[config.mk]
export PLATFORM = sky130hd
export DESIGN_NAME = radix_ascii_converter_unit_flat
export DESIGN_NICKNAME = d
export VERILOG_FILES = /design/src/hw/rtl/rac_pkg.sv /design/src/hw/rtl/rac_stream_if.sv /design/src/hw/rtl/radix_ascii_converter_unit.sv /design/src/hw/rtl/rac_div_cell.sv /design/src/hw/rtl/rac_stack_cell.sv /design/src/flat_wrapper.sv
export SDC_FILE = /design/constraint.sdc
export NUM_CORES = 1
export LEC_CHECK = 0
export BUFFER_PORTS_ARGS = -buffer_cell sky130_fd_sc_hd__buf_2
export CORE_MARGIN = 2
export CORE_UTILIZATION = 25
export DETAILED_ROUTE_END_ITERATION = 10
export HOLD_SLACK_MARGIN = 0.02
export PLACE_DENSITY = 0.41
export SETUP_SLACK_MARGIN = 0.02
export SYNTH_ARGS = -nofsm -noshare
export SYNTH_HDL_FRONTEND = slang
export SYNTH_SLANG_ARGS = --single-unit
[constraint.sdc]
create_clock -name clk_i -period 14.8 [get_ports clk_i]
set_input_delay 1.48 -clock clk_i [delete_from_list [all_inputs] [get_ports clk_i]]
set_output_delay 1.48 -clock clk_i [all_outputs]
set_load 0.05 [all_outputs]
[src/hw/rtl/rac_pkg.sv]
// Package for the radix ASCII converter: beat types, cell link type,
// register indexes and the digit-to-ASCII mapping. No dependencies.
package rac_pkg;

  localparam int unsigned NumberW   = 64;
  localparam int unsigned NibW      = 4;
  localparam int unsigned NumCells  = NumberW / NibW;
  localparam int unsigned DigitW    = 6;
  localparam int unsigned CharW     = 7;
  localparam int unsigned MaxDigits = 64;
  localparam int unsigned CntW      = $clog2(MaxDigits + 1);
  localparam int unsigned CfgIdxW   = 1;
  localparam int unsigned CfgDataW  = 6;

  localparam logic [CfgIdxW-1:0] RegRadix = 1'b0;
  localparam logic [CfgIdxW-1:0] RegUpper = 1'b1;

  localparam logic [DigitW-1:0] RadixMin   = 6'd2;
  localparam logic [DigitW-1:0] RadixMax   = 6'd36;
  localparam logic [DigitW-1:0] RadixReset = 6'd10;
  localparam logic [DigitW-1:0] DecLimit   = 6'd10;

  localparam logic [CharW-1:0] AsciiZero  = 7'd48;
  localparam logic [CharW-1:0] AsciiUpper = 7'd65;
  localparam logic [CharW-1:0] AsciiLower = 7'd97;

  typedef struct packed {
    logic [NumberW-1:0] number_in;
  } in_beat_t;

  typedef struct packed {
    logic [CharW-1:0] char_out;
    logic             last_char;
  } out_beat_t;

  // One division wave passing from a more significant cell to the next.
  typedef struct packed {
    logic              valid;
    logic              nz;
    logic [DigitW-1:0] rem;
  } div_link_t;

  function automatic logic [CharW-1:0] digit_ascii(logic [DigitW-1:0] d, logic upper);
    logic [CharW-1:0] base;
    if (d < DecLimit) begin
      digit_ascii = AsciiZero + {1'b0, d};
    end else begin
      base = upper ? AsciiUpper : AsciiLower;
      digit_ascii = base + {1'b0, d} - {1'b0, DecLimit};
    end
  endfunction

endpackage

[src/hw/rtl/rac_stream_if.sv]
// Valid/ready stream interface used for the input and output channels.
// Depends on nothing; the payload type is a parameter.
interface rac_stream_if #(parameter type payload_t = logic) ();
  logic     valid;
  logic     ready;
  payload_t payload;

  modport source (output valid, output payload, input ready);
  modport sink   (input valid, input payload, output ready);
endinterface

[src/hw/rtl/radix_ascii_converter_unit.sv]
// Radix ASCII converter top level: a 16-cell systolic divider chain feeds a
// 64-cell digit stack that is emitted most significant digit first.
// A new value is accepted only in the idle state once the chain holds no
// division wave; each wave ripples through the 16 cells, and the stack pops one
// digit per character taken by the output.
// Reset: asynchronous, active low; radix returns to 10, letters to lowercase.
module radix_ascii_converter_unit (
  input  logic                         clk_i,
  input  logic                         rst_ni,
  input  logic                         cfg_we_i,
  input  logic [rac_pkg::CfgIdxW-1:0]  cfg_idx_i,
  input  logic [rac_pkg::CfgDataW-1:0] cfg_data_i,
  rac_stream_if.sink                   in_i,
  rac_stream_if.source                 out_o
);
  import rac_pkg::*;

  localparam logic [1:0] StIdle = 2'd0;
  localparam logic [1:0] StConv = 2'd1;
  localparam logic [1:0] StEmit = 2'd2;

  logic [1:0]        state_q, state_d;
  logic [CntW-1:0]   count_q, count_d;
  logic [DigitW-1:0] radix_q;
  logic              upper_q;

  div_link_t         links [NumCells];
  div_link_t         head_link;
  logic [NumCells-1:0] busy_vec;
  logic              chain_busy;
  logic              in_fire, out_fire, push, pop;
  logic [DigitW-1:0] stack [MaxDigits];
  in_beat_t          in_beat;
  out_beat_t         out_beat;

  // Configuration registers, radix clamped to its legal range.
  always_ff @(posedge clk_i or negedge rst_ni) begin
    if (!rst_ni) begin
      radix_q <= RadixReset;
      upper_q <= 1'b0;
    end else if (cfg_we_i) begin
      case (cfg_idx_i)
        RegRadix: begin
          if (cfg_data_i < RadixMin) begin
            radix_q <= RadixMin;
          end else if (cfg_data_i > RadixMax) begin
            radix_q <= RadixMax;
          end else begin
            radix_q <= cfg_data_i;
          end
        end
        RegUpper: upper_q <= cfg_data_i[0];
        default:  ;
      endcase
    end
  end

  assign in_beat   = in_i.payload;
  assign in_i.ready = (state_q == StIdle) && !chain_busy;
  assign in_fire   = in_i.valid && in_i.ready;

  // Issue one division wave per cycle while converting.
  assign head_link = '{valid: (state_q == StConv), nz: 1'b0, rem: '0};

  for (genvar i = 0; i < NumCells; i++) begin : g_div
    rac_div_cell u_cell (
      .clk_i      (clk_i),
      .rst_ni     (rst_ni),
      .load_i     (in_fire),
      .load_nib_i (in_beat.number_in[i*NibW +: NibW]),
      .radix_i    (radix_q),
      .link_i     ((i == NumCells - 1) ? head_link : links[(i + 1) % NumCells]),
      .link_o     (links[i])
    );
    assign busy_vec[i] = links[i].valid;
  end

  assign chain_busy = |busy_vec;

  // Waves still in flight after the final digit are dropped.
  assign push     = (state_q == StConv) && links[0].valid;
  assign out_fire = out_o.valid && out_o.ready;
  assign pop      = out_fire;

  for (genvar k = 0; k < MaxDigits; k++) begin : g_stack
    rac_stack_cell u_slot (
      .clk_i   (clk_i),
      .push_i  (push),
      .pop_i   (pop),
      .upper_i ((k == 0) ? links[0].rem : stack[(k + MaxDigits - 1) % MaxDigits]),
      .lower_i ((k == MaxDigits - 1) ? '0 : stack[(k + 1) % MaxDigits]),
      .digit_o (stack[k])
    );
  end

  always_comb begin
    state_d = state_q;
    count_d = count_q;
    case (state_q)
      StIdle: begin
        if (in_fire) begin
          state_d = StConv;
          count_d = '0;
        end
      end
      StConv: begin
        if (push) begin
          count_d = count_q + CntW'(1);
          if (!links[0].nz) begin
            state_d = StEmit;
          end
        end
      end
      StEmit: begin
        if (pop) begin
          count_d = count_q - CntW'(1);
          if (count_q == CntW'(1)) begin
            state_d = StIdle;
          end
        end
      end
      default: state_d = StIdle;
    endcase
  end

  always_ff @(posedge clk_i or negedge rst_ni) begin
    if (!rst_ni) begin
      state_q <= StIdle;
      count_q <= '0;
    end else begin
      state_q <= state_d;
      count_q <= count_d;
    end
  end

  assign out_beat.char_out  = digit_ascii(stack[0], upper_q);
  assign out_beat.last_char = (count_q == CntW'(1));
  assign out_o.valid        = (state_q == StEmit);
  assign out_o.payload      = out_beat;

endmodule

[src/hw/rtl/rac_div_cell.sv]
// One nibble cell of the systolic divider: holds four bits of the value,
// divides them by the radix with the remainder from its upper neighbour.
// Depends on rac_pkg.
module rac_div_cell (
  input  logic                        clk_i,
  input  logic                        rst_ni,
  input  logic                        load_i,
  input  logic [rac_pkg::NibW-1:0]    load_nib_i,
  input  logic [rac_pkg::DigitW-1:0]  radix_i,
  input  rac_pkg::div_link_t          link_i,
  output rac_pkg::div_link_t          link_o
);
  import rac_pkg::*;

  logic [NibW-1:0]   nib_q, nib_d;
  logic [DigitW-1:0] rem_q, rem_d;
  logic              valid_q, nz_q;
  logic [NibW-1:0]   quot;

  // Restoring division of {rem_in, nib} by the radix, one bit a step.
  always_comb begin
    logic [DigitW:0] part;
    part = {1'b0, link_i.rem};
    quot = '0;
    for (int b = NibW - 1; b >= 0; b--) begin
      part = {part[DigitW-1:0], nib_q[b]};
      if (part >= {1'b0, radix_i}) begin
        part    = part - {1'b0, radix_i};
        quot[b] = 1'b1;
      end
    end
    rem_d = part[DigitW-1:0];
  end

  always_comb begin
    nib_d = nib_q;
    if (load_i) begin
      nib_d = load_nib_i;
    end else if (link_i.valid) begin
      nib_d = quot;
    end
  end

  always_ff @(posedge clk_i) begin
    nib_q <= nib_d;
    rem_q <= rem_d;
  end

  always_ff @(posedge clk_i or negedge rst_ni) begin
    if (!rst_ni) begin
      valid_q <= 1'b0;
      nz_q    <= 1'b0;
    end else begin
      valid_q <= link_i.valid;
      nz_q    <= link_i.nz | (quot != '0);
    end
  end

  assign link_o = '{valid: valid_q, nz: nz_q, rem: rem_q};

endmodule

[src/hw/rtl/rac_stack_cell.sv]
// One cell of the digit stack: shifts deeper on push, towards the head on pop.
// Depends on rac_pkg.
module rac_stack_cell (
  input  logic                       clk_i,
  input  logic                       push_i,
  input  logic                       pop_i,
  input  logic [rac_pkg::DigitW-1:0] upper_i,
  input  logic [rac_pkg::DigitW-1:0] lower_i,
  output logic [rac_pkg::DigitW-1:0] digit_o
);
  import rac_pkg::*;

  logic [DigitW-1:0] digit_q, digit_d;

  always_comb begin
    digit_d = digit_q;
    if (push_i) begin
      digit_d = upper_i;
    end else if (pop_i) begin
      digit_d = lower_i;
    end
  end

  always_ff @(posedge clk_i) begin
    digit_q <= digit_d;
  end

  assign digit_o = digit_q;

endmodule
[src/flat_wrapper.sv]
// flat-port wrapper written by rule: the top's interface ports become plain ports
module radix_ascii_converter_unit_flat import rac_pkg::*;
  (clk_i, rst_ni, cfg_we_i, cfg_idx_i, cfg_data_i, in_i_valid, in_i_payload, in_i_ready, out_o_valid, out_o_payload, out_o_ready);
  rac_stream_if in_i_i ();
  rac_stream_if out_o_i ();
  input  logic clk_i;
  input  logic rst_ni;
  input  logic cfg_we_i;
  input  logic [rac_pkg::CfgIdxW-1:0] cfg_idx_i;
  input  logic [rac_pkg::CfgDataW-1:0] cfg_data_i;
  input wire logic [$bits(in_i_i.valid)-1:0] in_i_valid;
  input wire logic [$bits(in_i_i.payload)-1:0] in_i_payload;
  output wire logic [$bits(in_i_i.ready)-1:0] in_i_ready;
  output wire logic [$bits(out_o_i.valid)-1:0] out_o_valid;
  output wire logic [$bits(out_o_i.payload)-1:0] out_o_payload;
  input wire logic [$bits(out_o_i.ready)-1:0] out_o_ready;
  assign in_i_i.valid = in_i_valid;
  assign in_i_i.payload = in_i_payload;
  assign in_i_ready = in_i_i.ready;
  assign out_o_valid = out_o_i.valid;
  assign out_o_payload = out_o_i.payload;
  assign out_o_i.ready = out_o_ready;
  radix_ascii_converter_unit u_core (.clk_i(clk_i), .rst_ni(rst_ni), .cfg_we_i(cfg_we_i), .cfg_idx_i(cfg_idx_i), .cfg_data_i(cfg_data_i), .in_i(in_i_i), .out_o(out_o_i));
endmodule
**After elaboration in Yosys (flattened, before gate mapping)**

Cells that the tools add are included.
W data, S select, Z words.

- Reduce and logical (&&, ||, !) cells: 28
- $lt $le $gt $ge: 66
- Add/subtract/negate cells: 65
- Muxes and demuxes: 141
- Bitwise operators: 16
- Equal/unequal tests: 8

Operators by type and width:

| operator | number |
|---|---|
| $ge A7 B6 Y1 | 63 |
| $mux W6 | 65 |
| $sub A6 B6 Y6 | 62 |
| $mux W1 | 66 |
| $reduce_bool A4 Y1 | 16 |
| $mux W7 | 3 |
| $pmux W7 S3 | 1 |
| $reduce_or A16 Y1 | 1 |
| $or A1 B1 Y1 | 15 |
| $mux W2 | 5 |
| $ne A2 B2 Y1 const B | 5 |
| $add A7 B1 Y7 const B | 1 |
| $eq A7 B1 Y1 const B | 1 |
| $sub A7 B1 Y7 const B | 1 |
| $ge A1 B6 Y1 | 1 |
| $gt A6 B6 Y1 const B | 1 |
| $lt A6 B2 Y1 const B | 1 |
| $pmux W2 S3 | 1 |
| $sub A1 B6 Y6 | 1 |
| $reduce_and A5 Y1 | 1 |
| $logic_and A1 B1 Y1 | 4 |
| $reduce_and A4 Y1 | 1 |
| $reduce_bool A3 Y1 | 1 |
| $eq A2 B1 Y1 const B | 1 |
| 6 further kinds | 6 |

- Register bits: 201
- Output and inout bits: 3
- Word-level logic and storage cells: 391

**Longest topological paths before layout**

Gate-level depths: netlist of the first run.

- Word-level depth: 10
- Gate-level depth with buffers: 38
- Gate-level depth less buffers: 38

**Cells and area by module**

From an unflattened synthesis of the first run, not the netlist that was laid out.

- Cell total of the unflattened synthesis: 3511
- Area total of the unflattened synthesis: 29492.0 um^2

By module, submodules not included:

| module | cells an instance | area each (um^2) | times used | seq. area each (um^2) |
|---|---|---|---|---|
| rac_div_cell at u_core.g_div[1].u_cell ... | 215 | 1778.0 | 7 | 290.3 |
| rac_div_cell at u_core.g_div[0].u_cell ... | 211 | 1771.7 | 7 | 290.3 |
| rac_div_cell at u_core.g_div[12].u_cell | 192 | 1696.6 | 1 | 290.3 |
| rac_div_cell at u_core.g_div[9].u_cell | 192 | 1677.9 | 1 | 290.3 |
| radix_ascii_converter_unit | 145 | 1270.0 | 1 | 377.9 |

**Worst setup path after synthesis of the first run**

Ideal clock, no wire load.

- Kind: register to register
- Start point: register u_core.radix_q[1]
- End point: register u_core.g_div[6].u_cell.rem_q[3]
- Clock period less this slack: 11.059 ns
- Arrival: 10.937 ns
- Buffers on the path: 1
- Data required time: 14.678 ns
- Setup slack: 3.741 ns
- Setup time: 0.122 ns
- Cell stages (with the launch flop): 35
- Cell sequence: dfstp_2 inv_1 ha_1 nand2b_1 a21oi_1 a41o_1 a31oi_1 buf_2 mux2i_1 ha_1 nor2b_1 o31a_1 o21ai_1 a21oi_1 a21oi_1 nand2_1 o21ai_0 inv_1 ha_1 a21oi_1 o21ai_1 o31a_1 or3_1 nor4b_1 nor2_1 a21oi_1 ha_1 a21o_1 a21o_1 a21o_1 a21o_1 a211o_1 a41o_1 a221o_1 a221o_1

- Word-level cells in the longest chain between the ends: 8

Ends and longest elaborated chain:

| what | RTL line | source |
|---|---|---|
| start, declared | radix_ascii_converter_unit.sv:24 | `logic [DigitW-1:0] radix_q;` |
| start signal, assigned | radix_ascii_converter_unit.sv:39 | `radix_q <= RadixReset;` |
| start signal, assigned | radix_ascii_converter_unit.sv:45 | `radix_q <= RadixMin;` |
| start signal, assigned | radix_ascii_converter_unit.sv:47 | `radix_q <= RadixMax;` |
| $sub A6 B6 Y6 / $ge A7 B6 Y1 (equally long branches) | rac_div_cell.sv:28, rac_div_cell.sv:27 |  |
| $mux W6 | rac_div_cell.sv:27 | `if (part >= {1'b0, radix_i}) begin` |
| $sub A6 B6 Y6 / $ge A7 B6 Y1 (equally long branches) | rac_div_cell.sv:28, rac_div_cell.sv:27 |  |
| $mux W6 | rac_div_cell.sv:27 |  |
| $ge A7 B6 Y1 / $sub A6 B6 Y6 (equally long branches) | rac_div_cell.sv:27, rac_div_cell.sv:28 |  |
| $mux W6 | rac_div_cell.sv:27 |  |
| $sub A6 B6 Y6 / $ge A7 B6 Y1 (equally long branches) | rac_div_cell.sv:28, rac_div_cell.sv:27 |  |
| $mux W6 (*) | rac_div_cell.sv:27 |  |
| named net u_core.g_div[6].u_cell.rem_d[3] | rac_div_cell.sv:16 | `logic [DigitW-1:0] rem_q, rem_d;` |
| end signal, assigned | rac_div_cell.sv:46 | `rem_q <= rem_d;` |
| end, declared | rac_div_cell.sv:16 |  |

Mark *: on every way through the listed nets, which the timed path passes. The rest lies on a longest branch.
A chain may end at the register's enable or synchronous reset.

**Final worst setup path of the first run**

- Start point: register u_core.radix_q[1]
- End point: register u_core.g_div[6].u_cell.rem_q[2]

The elaborated chain is that of the path after synthesis.

==> results of run 1 <==
## per-layer routing
layer / wire (microns) / share of wire [%] / vias up
met5: 0 / 0 / -
met4: 1290 / 1.8 / 0
met3: 1510 / 2.1 / 78
met2: 33200 / 46 / 201
met1: 35400 / 50 / 10000
li1: - / - / 11100
## Yosys cell counts (all sizes together), types with 10 or more instances
master	number
mux2	101
nand4	19
nor3	43
a21o	94
a31oi	28
buf	23
or2	11
o31a	18
o21a	56
a21boi	17
nor4	17
clkbuf	35
a221o	39
mux2i	84
fa	62
a211o	10
inv	247
and3	26
dfxtp	153
a221oi	19
nand3	50
nand2b	36
nor3b	12
and2	20
ha	387
o21ai	185
nor2b	91
nand2	187
o31ai	14
a211oi	54
dfrtp	45
xnor2	125
a22o	14
nor2	259
a21oi	186
or3	19
xor2	63
o211ai	17
and4	21
## path summary, 6_finish.rpt
path	endpoint	cells past startpoint
hold reg to reg	u_core.g_div[0].u_cell.nib_q[2]	2
max in group asynchronous	u_core.radix_q[0]	1
setup reg to reg	u_core.g_div[6].u_cell.rem_q[2]	35
min in group asynchronous	u_core.count_q[5]	1
hold / removal	u_core.g_div[0].u_cell.nib_q[2]	2
setup / recovery	u_core.g_div[6].u_cell.rem_q[2]	35
## sequential cells by signal (all words and copies together), names as in the netlist
name                         flops
u_core.g_div.u_cell.rem_q       90
u_core.g_div.u_cell.nib_q       64
u_core.g_div.u_cell.nz_q        16
u_core.g_div.u_cell.valid_q     16
u_core.count_q                   7
u_core.radix_q                   6
u_core.state_q                   2
## tightest hold or removal path: cells and delay by family, from the launching register on
| kind | cells | cell delay (ps) |
|---|---|---|
| flops | 1 | 310 |
| mux | 1 | 50 |
| simple gates | 1 | 50 |
## kinds of logic after synthesis
logic type               after synthesis  synth area share (%)
AND/OR/NAND/NOR                      847                  16.8
AO/OA/AOI/OAI                        843                  23.1
adder cells (fa/ha/maj)              449                  24.0
XOR/XNOR                             188                  6.49
multiplexers                         185                  8.02
flip-flops                           201                  16.8
buffers and inverters                305                  4.67
## stage by stage
step	hold WS (ps)	utilization [%]	cell area, sq um	std cells
2_1_floorplan	352	-	25400	3018
3_3_place_gp	453	27.0	27100	4354
3_5_place_dp	452	27.0	27100	4354
4_1_cts	460	28.0	28000	4407
5_1_grt	485	28.0	28000	4407
6_report	460	28.0	28000	4408
## layout make-up
type                            instances  area [sq um]
Clock buffer                           42           815
Fill cell                           10800         72300
Tap cell                             1357          1700
Antenna cell                            1          2.50
Clock inverter                         11           138
Sequential cell                       201          4280
Multi-Input combinational cell       2512         19900
Timing Repair Buffer                   37           255
Inverter                              247           941
==> impl_results.html, run 1 <==
<table>
<tr><th>Metric</th><th>Value</th></tr>
<tr><th colspan="2">Drt</th></tr>
<tr><td>Total iterations of the first detailed-routing run</td><td>5</td></tr>
<tr><td>Number of design-rule violations left by the first detailed-router iteration</td><td>1094</td></tr>
<tr><td>Per-cell via count in the routed design</td><td>4.86</td></tr>
<tr><td>Wire length reported by the detailed router</td><td>71400 microns</td></tr>
<tr><td>Antenna-violating nets left</td><td>0</td></tr>
<tr><td>Routed length per placed instance</td><td>16.2 microns</td></tr>
<tr><td>Residual DRC count</td><td>0</td></tr>
<tr><td>Vias post-DR</td><td>21400</td></tr>
<tr><th colspan="2">STA</th></tr>
<tr><td>Final worst slack</td><td>4570 ps</td></tr>
<tr><td>Unrepaired setup endpoints after global routing</td><td>false</td></tr>
<tr><td>Layout Skew</td><td>18.1 ps</td></tr>
<tr><td>Fraction of the cycle the final worst path needs</td><td>69.1%</td></tr>
<tr><td>Minimum clock period after layout</td><td>10230 ps</td></tr>
<tr><td>Transition at the pin with the smallest max-transition slack</td><td>1130 ps</td></tr>
<tr><td>Setup-failing EPs final</td><td>0</td></tr>
<tr><td>Total count of max-transition violations in the final report</td><td>0</td></tr>
<tr><td>Number of endpoints with negative hold slack in the final report</td><td>0</td></tr>
<tr><td>Rel. slew slack</td><td>24.4%</td></tr>
<tr><td>Achievable clock frequency</td><td>0.0978 GHz</td></tr>
<tr><td>Setup TNS after final layout</td><td>0 ps</td></tr>
<tr><th colspan="2">Floorplan</th></tr>
<tr><td>Die Footprint</td><td>104000 sq um</td></tr>
<tr><td>Starting utilization of the core area</td><td>25.3%</td></tr>
<tr><td>Top-level port count</td><td>16</td></tr>
<tr><td>Number of rows created at floorplan</td><td>116</td></tr>
<tr><td>Vertical die dimension</td><td>322 microns</td></tr>
<tr><td>Die width</td><td>322 microns</td></tr>
<tr><td>Standard cell core area</td><td>100000 sq um</td></tr>
<tr><th colspan="2">Final layout</th></tr>
<tr><td>Fraction of final layout cells with drive strength greater than 1</td><td>7.97%</td></tr>
<tr><td>Post-layout net count</td><td>3490</td></tr>
<tr><td>Synth-to-Final Area Change</td><td>10.6%</td></tr>
<tr><td>Most frequent cells in the layout</td><td>387 x sky130_fd_sc_hd__ha_1, 256 x sky130_fd_sc_hd__nor2_1, 242 x sky130_fd_sc_hd__inv_1, 186 x sky130_fd_sc_hd__nand2_1, 184 x sky130_fd_sc_hd__a21oi_1</td></tr>
<tr><td>Most common cell after layout, fill and taps aside</td><td>sky130_fd_sc_hd__ha_1</td></tr>
<tr><th colspan="2">Placement</th></tr>
<tr><td>Place WS</td><td>4530 ps</td></tr>
<tr><td>Detailed placer's ending HPWL</td><td>52800 microns</td></tr>
<tr><td>Port-buffer cells</td><td>15</td></tr>
<tr><td>GP Congestion</td><td>0.772</td></tr>
<tr><th colspan="2">CTS</th></tr>
<tr><td>Clk pin slew, worst setup/hold paths</td><td>60 ps</td></tr>
<tr><td>Number of CTS-inserted buffers</td><td>29</td></tr>
<tr><td>Number of hold-repair buffers added at the cts stage</td><td>0</td></tr>
<tr><td>H-Tree Level Count</td><td>1</td></tr>
<tr><td>Clock tree from TritonCTS</td><td>built</td></tr>
<tr><td>Number of post-CTS setup repair buffers</td><td>0</td></tr>
<tr><td>Worst-Skew Late Latency</td><td>580 ps</td></tr>
<tr><td>Clk sinks</td><td>201</td></tr>
<tr><td>Clock buffer depth</td><td>3</td></tr>
<tr><td>Clock Tree Root</td><td>sky130_fd_sc_hd__clkbuf_16</td></tr>
<tr><td>Gates resized, CTS repair</td><td>0</td></tr>
<tr><th colspan="2">GRT</th></tr>
<tr><td>Met3 layer usage reported by global route</td><td>1.17%</td></tr>
<tr><td>Met2 layer usage reported by global route</td><td>23.7%</td></tr>
<tr><td>Global-route wire length before repair</td><td>117000 microns</td></tr>
<tr><td>Total overflow reported by the global router</td><td>0</td></tr>
<tr><td>Met1 global-route usage</td><td>18.6%</td></tr>
<tr><td>GRT Overall Usage</td><td>13.8%</td></tr>
<tr><td>Antenna violations before repair</td><td>0</td></tr>
<tr><td>Vias in the first global route</td><td>21600</td></tr>
<tr><td>Layer with the highest usage after global routing</td><td>met2</td></tr>
<tr><td>Largest net degree at the start of global routing</td><td>53</td></tr>
<tr><th colspan="2">Setup path</th></tr>
<tr><td>Critical path data arrival time</td><td>10670 ps</td></tr>
<tr><td>Worst Path Required</td><td>15250 ps</td></tr>
<tr><td>Worst reg2reg path startpoint</td><td>u_core.radix_q[1]</td></tr>
<tr><td>Crit-path max cell delay</td><td>620 ps</td></tr>
<tr><td>Total buffers and inverters traversed by the critical path</td><td>4</td></tr>
<tr><td>Class of the most critical setup path</td><td>register to register</td></tr>
<tr><td>Register-to-Register Setup Slack</td><td>4570 ps</td></tr>
<tr><td>CP max FO</td><td>43</td></tr>
<tr><td>Crit end category</td><td>register</td></tr>
<tr><td>Most common cell type on the critical path</td><td>sky130_fd_sc_hd__a21oi_1</td></tr>
<tr><td>Max stage delay cell, worst path</td><td>sky130_fd_sc_hd__o21ai_0</td></tr>
<tr><td>Crit path from</td><td>u_core.radix_q[1]</td></tr>
<tr><td>Startpoint type of the worst setup path</td><td>register</td></tr>
<tr><td>Kind of cell with the highest combined delay on the critical path</td><td>compound AO/OA/AOI/OAI gates</td></tr>
<tr><th colspan="2">Synthesis</th></tr>
<tr><td>Mapped cell area</td><td>25400 sq um</td></tr>
<tr><td>Syn Inst Count</td><td>3018</td></tr>
<tr><td>Fraction of the yosys area taken by sequential cells</td><td>16.8%</td></tr>
<tr><td>Number of distinct library cells after synthesis</td><td>101</td></tr>
<tr><td>Leading area contributor after synthesis</td><td>sky130_fd_sc_hd__ha_1</td></tr>
<tr><td>Count of flip-flops with a built-in enable after synthesis</td><td>1</td></tr>
<tr><td>Most used flip-flop cell after synthesis</td><td>sky130_fd_sc_hd__dfxtp_1</td></tr>
<tr><td>Async set-or-reset flop fraction in the synthesized netlist</td><td>23.4%</td></tr>
<tr><td>Most area-consuming cells after synthesis</td><td>sky130_fd_sc_hd__ha_1 19%, sky130_fd_sc_hd__dfxtp_1 12%, sky130_fd_sc_hd__fa_1 4.9%, sky130_fd_sc_hd__dfrtp_1 4.4%, sky130_fd_sc_hd__xnor2_1 4.3%</td></tr>
<tr><td>Syn. warnings</td><td>0</td></tr>
<tr><td>Synthesized net count</td><td>3480</td></tr>
<tr><td>Flops &amp; latches, synth</td><td>201</td></tr>
<tr><td>Area share of the leading cell type in the synthesized netlist</td><td>19.1%</td></tr>
<tr><td>Post-synthesis area per instance</td><td>8.40 sq um</td></tr>
<tr><th colspan="2">Run status</th></tr>
<tr><td>Result of the run</td><td>finished, final reports clean</td></tr>
<tr><th colspan="2">Flow run</th></tr>
<tr><td>Count of maximum capacitance violations</td><td>0</td></tr>
<tr><th colspan="2">Worst hold path</th></tr>
<tr><td>Hold crit path type</td><td>register to register</td></tr>
<tr><td>Beginning of the worst hold path</td><td>u_core.g_div[0].u_cell.nib_q[2]</td></tr>
</table>
Power of run 1 is not shown: default switching activity piles up to over one toggle a cycle in this logic, so the estimate is an artifact.
==> inputs of run 2 (changes only) <==
--- a/config.mk
+++ b/config.mk
@@ -5,6 +5,7 @@
 export SDC_FILE = /design/constraint.sdc
 export NUM_CORES = 1
 export LEC_CHECK = 0
+export ABC_AREA = 1
 export BUFFER_PORTS_ARGS = -buffer_cell sky130_fd_sc_hd__buf_2
 export CORE_MARGIN = 2
 export CORE_UTILIZATION = 25
==> constraint.sdc (replaced) <==
create_clock -name clk_i -period 10.1 [get_ports clk_i]
set_input_delay 1.01 -clock clk_i [delete_from_list [all_inputs] [get_ports clk_i]]
set_output_delay 1.01 -clock clk_i [all_outputs]
set_load 0.05 [all_outputs]
==> run 2 against run 1 <==
- design area grew 5.6%
- clock skew increased by 20 ps
- largest cell class unchanged
- area after synthesis grew 5.4%
- worst hold slack got worse by 12 ps
- maximum frequency increased by 39%
- critical path depth up 2
- non-clock buffer count decreased by 3
- wire length rose by 6.1%
- register-to-register slack worse by 1900 ps
==> impl_results.html, run 2 <==
<table>
<tr><th>Metric</th><th>Value</th></tr>
<tr><th colspan="2">STA</th></tr>
<tr><td>Minimum clock period after layout</td><td>7380 ps (-2850 ps)</td></tr>
<tr><td>Achievable clock frequency</td><td>0.136 GHz (+39%)</td></tr>
<tr><td>Setup TNS after final layout</td><td>0 ps (unchanged)</td></tr>
<tr><td>Unrepaired setup endpoints after global routing</td><td>false</td></tr>
<tr><td>Rel. slew slack</td><td>37.9% (+13 points)</td></tr>
<tr><td>Fraction of the cycle the final worst path needs</td><td>73.0% (+4.0 points)</td></tr>
<tr><td>Layout Skew</td><td>37.9 ps (+19.9 ps)</td></tr>
<tr><td>Setup-failing EPs final</td><td>0 (unchanged)</td></tr>
<tr><td>Number of endpoints with negative hold slack in the final report</td><td>0 (unchanged)</td></tr>
<tr><td>Transition at the pin with the smallest max-transition slack</td><td>922 ps (-206 ps)</td></tr>
<tr><td>Total count of max-transition violations in the final report</td><td>0 (unchanged)</td></tr>
<tr><th colspan="2">Floorplan</th></tr>
<tr><td>Standard cell core area</td><td>106000 sq um (+5.3%)</td></tr>
<tr><td>Die Footprint</td><td>109000 sq um (+5.3%)</td></tr>
<tr><td>Die width</td><td>331 microns (+2.6%)</td></tr>
<tr><td>Number of rows created at floorplan</td><td>119 (+2.6%)</td></tr>
<tr><td>Top-level port count</td><td>16 (unchanged)</td></tr>
<tr><td>Starting utilization of the core area</td><td>25.3% (about the same)</td></tr>
<tr><td>Vertical die dimension</td><td>331 microns (+2.6%)</td></tr>
<tr><th colspan="2">CTS</th></tr>
<tr><td>Clk sinks</td><td>201 (unchanged)</td></tr>
<tr><td>Worst-Skew Late Latency</td><td>610 ps (+30 ps)</td></tr>
<tr><td>Clk pin slew, worst setup/hold paths</td><td>60 ps (about the same)</td></tr>
<tr><td>Number of CTS-inserted buffers</td><td>31 (+6.9%)</td></tr>
<tr><td>H-Tree Level Count</td><td>1 (unchanged)</td></tr>
<tr><td>Number of post-CTS setup repair buffers</td><td>0 (unchanged)</td></tr>
<tr><td>Number of hold-repair buffers added at the cts stage</td><td>0 (unchanged)</td></tr>
<tr><td>Clock buffer depth</td><td>3 (unchanged)</td></tr>
<tr><td>Gates resized, CTS repair</td><td>0 (unchanged)</td></tr>
<tr><td>Clock tree from TritonCTS</td><td>built</td></tr>
<tr><td>Clock Tree Root</td><td>sky130_fd_sc_hd__clkbuf_16</td></tr>
<tr><th colspan="2">Setup path</th></tr>
<tr><td>Total buffers and inverters traversed by the critical path</td><td>6 (+2)</td></tr>
<tr><td>Startpoint type of the worst setup path</td><td>register</td></tr>
<tr><td>Cell count of the worst reg-to-reg path</td><td>37 (+5.7%)</td></tr>
<tr><td>Kind of cell with the highest combined delay on the critical path</td><td>simple AND/OR/NAND/NOR gates</td></tr>
<tr><td>CP max FO</td><td>50 (+16%)</td></tr>
<tr><td>Max stage delay cell, worst path</td><td>sky130_fd_sc_hd__dfstp_4</td></tr>
<tr><td>Worst reg2reg path startpoint</td><td>u_core.radix_q[1]</td></tr>
<tr><td>Class of the most critical setup path</td><td>register to register</td></tr>
<tr><td>Register-to-Register Setup Slack</td><td>2720 ps (-1850 ps)</td></tr>
<tr><td>Worst Path Required</td><td>10540 ps (-4710 ps)</td></tr>
<tr><td>Crit end category</td><td>register</td></tr>
<tr><td>Most common cell type on the critical path</td><td>sky130_fd_sc_hd__nand2_1</td></tr>
<tr><td>FF-to-FF End</td><td>u_core.g_div[4].u_cell.nz_q</td></tr>
<tr><td>Crit-path max cell delay</td><td>520 ps (-100 ps)</td></tr>
<tr><td>Critical path data arrival time</td><td>7820 ps (-2850 ps)</td></tr>
<tr><th colspan="2">GRT</th></tr>
<tr><td>Antenna violations before repair</td><td>0 (unchanged)</td></tr>
<tr><td>Total overflow reported by the global router</td><td>0 (unchanged)</td></tr>
<tr><td>Vias in the first global route</td><td>23600 (+9.4%)</td></tr>
<tr><td>Layer with the highest usage after global routing</td><td>met2</td></tr>
<tr><td>Met1 global-route usage</td><td>19.9% (+1.3 points)</td></tr>
<tr><td>Global-route wire length before repair</td><td>125000 microns (+7.0%)</td></tr>
<tr><td>Met3 layer usage reported by global route</td><td>1.10% (-0.078 points)</td></tr>
<tr><td>Largest net degree at the start of global routing</td><td>51 (-3.8%)</td></tr>
<tr><td>GRT Overall Usage</td><td>14.0% (+0.20 points)</td></tr>
<tr><td>Met2 layer usage reported by global route</td><td>23.2% (-0.48 points)</td></tr>
<tr><th colspan="2">Synthesis</th></tr>
<tr><td>Leading area contributor after synthesis</td><td>sky130_fd_sc_hd__ha_1</td></tr>
<tr><td>Most used standard cell by instance count after synthesis</td><td>sky130_fd_sc_hd__nand2_1</td></tr>
<tr><td>Area share of the leading cell type in the synthesized netlist</td><td>18.1% (-0.97 points)</td></tr>
<tr><td>Mapped cell area</td><td>26700 sq um (+5.4%)</td></tr>
<tr><td>Leading cell types by count after synthesis</td><td>1079 x sky130_fd_sc_hd__nand2_1, 586 x sky130_fd_sc_hd__inv_1, 387 x sky130_fd_sc_hd__ha_1, 314 x sky130_fd_sc_hd__nand3_1, 214 x sky130_fd_sc_hd__a21oi_1</td></tr>
<tr><td>Most area-consuming cells after synthesis</td><td>sky130_fd_sc_hd__ha_1 18%, sky130_fd_sc_hd__nand2_1 15%, sky130_fd_sc_hd__dfxtp_1 11%, sky130_fd_sc_hd__inv_1 8.2%, sky130_fd_sc_hd__nand3_1 5.9%</td></tr>
<tr><td>Most used flip-flop cell after synthesis</td><td>sky130_fd_sc_hd__dfxtp_1</td></tr>
<tr><td>Post-synthesis area per instance</td><td>6.79 sq um (-19%)</td></tr>
<tr><td>Fraction of the yosys area taken by sequential cells</td><td>16.0% (-0.86 points)</td></tr>
<tr><td>Count of flip-flops with a built-in enable after synthesis</td><td>1 (unchanged)</td></tr>
<tr><td>Flops &amp; latches, synth</td><td>201 (unchanged)</td></tr>
<tr><td>Async set-or-reset flop fraction in the synthesized netlist</td><td>23.4% (unchanged)</td></tr>
<tr><td>Syn. warnings</td><td>0 (unchanged)</td></tr>
<tr><td>Syn Inst Count</td><td>3933 (+30%)</td></tr>
<tr><td>Number of distinct library cells after synthesis</td><td>55 (-46%)</td></tr>
<tr><td>Synthesized net count</td><td>4395 (+26%)</td></tr>
<tr><th colspan="2">Final layout</th></tr>
<tr><td>Register with the most flip-flops</td><td>u_core.g_div.u_cell.rem_q</td></tr>
<tr><td>Most frequent cells in the layout</td><td>1079 x sky130_fd_sc_hd__nand2_1, 582 x sky130_fd_sc_hd__inv_1, 387 x sky130_fd_sc_hd__ha_1, 314 x sky130_fd_sc_hd__nand3_1, 214 x sky130_fd_sc_hd__a21oi_1</td></tr>
<tr><td>Number of flip-flops under the largest register name</td><td>90 (unchanged)</td></tr>
<tr><td>Post-layout net count</td><td>4430 (+27%)</td></tr>
<tr><td>Filler Cells Inserted</td><td>11600 (+7.6%)</td></tr>
<tr><td>Antenna fix cells</td><td>0 (-1)</td></tr>
<tr><td>Most common cell after layout, fill and taps aside</td><td>sky130_fd_sc_hd__nand2_1</td></tr>
<tr><td>Number of standard cells in the layout, taps in and fillers out</td><td>5383 (+22%)</td></tr>
<tr><td>Synth-to-Final Area Change</td><td>10.8%</td></tr>
<tr><td>Fraction of final layout cells with drive strength greater than 1</td><td>7.77% (-0.20 points)</td></tr>
<tr><td>Largest registers</td><td>u_core.g_div.u_cell.rem_q: 90 flops, u_core.g_div.u_cell.nib_q: 64 flops</td></tr>
<tr><td>Reg area</td><td>4280 sq um (unchanged)</td></tr>
<tr><td>Combined area of the multi-input logic cells</td><td>19900 sq um (about the same)</td></tr>
<tr><th colspan="2">Placement</th></tr>
<tr><td>Detailed placer's ending HPWL</td><td>57000 microns (+7.8%)</td></tr>
<tr><td>GP Congestion</td><td>0.804 (+4.1%)</td></tr>
<tr><td>Placed Cells</td><td>5326 (+22%)</td></tr>
<tr><td>Port-buffer cells</td><td>15 (unchanged)</td></tr>
<tr><th colspan="2">Drt</th></tr>
<tr><td>Per-cell via count in the routed design</td><td>4.50 (-7.5%)</td></tr>
<tr><td>Total iterations of the first detailed-routing run</td><td>5 (unchanged)</td></tr>
<tr><td>Number of design-rule violations left by the first detailed-router iteration</td><td>1127 (+3.0%)</td></tr>
<tr><td>Wire length reported by the detailed router</td><td>75700 microns (+6.1%)</td></tr>
<tr><td>Antenna-violating nets left</td><td>0 (unchanged)</td></tr>
<tr><td>Vias post-DR</td><td>24200 (+13%)</td></tr>
<tr><td>Residual DRC count</td><td>0 (unchanged)</td></tr>
<tr><td>Routed length per placed instance</td><td>14.1 microns (-13%)</td></tr>
<tr><th colspan="2">Worst hold path</th></tr>
<tr><td>Hold crit path type</td><td>register to register</td></tr>
<tr><td>Hold-critical path endpoint</td><td>u_core.g_div[0].u_cell.valid_q</td></tr>
<tr><td>Beginning of the worst hold path</td><td>u_core.g_div[1].u_cell.valid_q</td></tr>
<tr><td>Hold depth</td><td>0 (-2)</td></tr>
<tr><th colspan="2">Run status</th></tr>
<tr><td>Result of the run</td><td>finished, final reports clean</td></tr>
<tr><th colspan="2">Flow run</th></tr>
<tr><td>Count of maximum capacitance violations</td><td>0 (unchanged)</td></tr>
</table>
-- run 2: cell count changes after synthesis, moves of 66 or more --
cell and delta:
sky130_fd_sc_hd__nand2_1 +893, sky130_fd_sc_hd__inv_1 +339, sky130_fd_sc_hd__nand3_1 +264, sky130_fd_sc_hd__nor2_1 -117, sky130_fd_sc_hd__nor2b_1 -91, sky130_fd_sc_hd__mux2_2 -88, sky130_fd_sc_hd__nand4_1 +85, sky130_fd_sc_hd__a21o_1 -78
sky130_fd_sc_hd__xor2_1 +78, sky130_fd_sc_hd__mux2i_1 -77, sky130_fd_sc_hd__xnor2_1 -66
-- run 2: logic make-up (layout without fill, tap and decap cells) --
| logic type | Yosys count | in the layout | share of synthesized area [%] |
|---|---|---|---|
| and+or+nand+nor | 1832 | 1832 | 32.1 |
| buffers and inverters | 648 | 707 | 9.56 |
| AOI/OAI and AO/OA | 603 | 603 | 13.0 |
| adders and majority gates | 449 | 449 | 22.8 |
| DFF | 201 | 201 | 16.0 |
| xor gates and xnor gates | 200 | 200 | 6.56 |
-- run 2: stage by stage --
| step | setup slack, ps | hold slack [ps] | util, % | cell area, sq um |
|---|---|---|---|---|
| 2_1_floorplan | 2510 | 349 | - | 26700 |
| 3_3_place_gp | 2720 | 437 | 27.0 | 28500 |
| 3_5_place_dp | 2700 | 445 | 27.0 | 28500 |
| 4_1_cts | 2640 | 467 | 28.0 | 29600 |
| 5_1_grt | 1840 | 473 | 28.0 | 29600 |
| 6_report | 2720 | 448 | 28.0 | 29600 |
-- run 2: worst max path at each step --
stage	startpoint	end	slack (ps)	cells past startpoint
floorplan	u_core.radix_q[1]	u_core.g_div[10].u_cell.nz_q	2510	36
global placement	u_core.radix_q[1]	u_core.g_div[4].u_cell.nz_q	2720	36
detailed placement	u_core.radix_q[1]	u_core.g_div[4].u_cell.nz_q	2700	37
CTS	u_core.radix_q[1]	u_core.g_div[4].u_cell.nz_q	2640	37
global route	u_core.radix_q[1]	u_core.g_div[9].u_cell.rem_q[5]	1840	43
finish	u_core.radix_q[1]	u_core.g_div[4].u_cell.nz_q	2720	37
-- run 2: final cells by class --
class / count / area share (%)
multi-input cells: 3084 / 67.2
well taps: 1391 / 5.88
clock buffers: 44 / 3.06
inverters: 616 / 7.90
flip-flops and latches: 201 / 14.5
repair buffers: 34 / 0.829
clock inverters: 13 / 0.634
-- run 2: layer usage --
| metal | routed length (microns) | part of all wire (%) |
|---|---|---|
| met4 | 848 | 1.1 |
| met1 | 39400 | 52 |
| met5 | 0 | 0 |
| met2 | 34100 | 45 |
| met3 | 1460 | 1.9 |
-- run 2: worst reg2reg max path, delay by kind of cell, from the launching register on --
family / cells / cell delay, ps
buffers and inverters: 6 / 1390
DFF: 1 / 520
AOI/OAI and AO/OA: 9 / 1940
adders and majority gates: 4 / 1260
and+or+nand+nor: 18 / 2080
Power of run 2 is left out for the same reason.
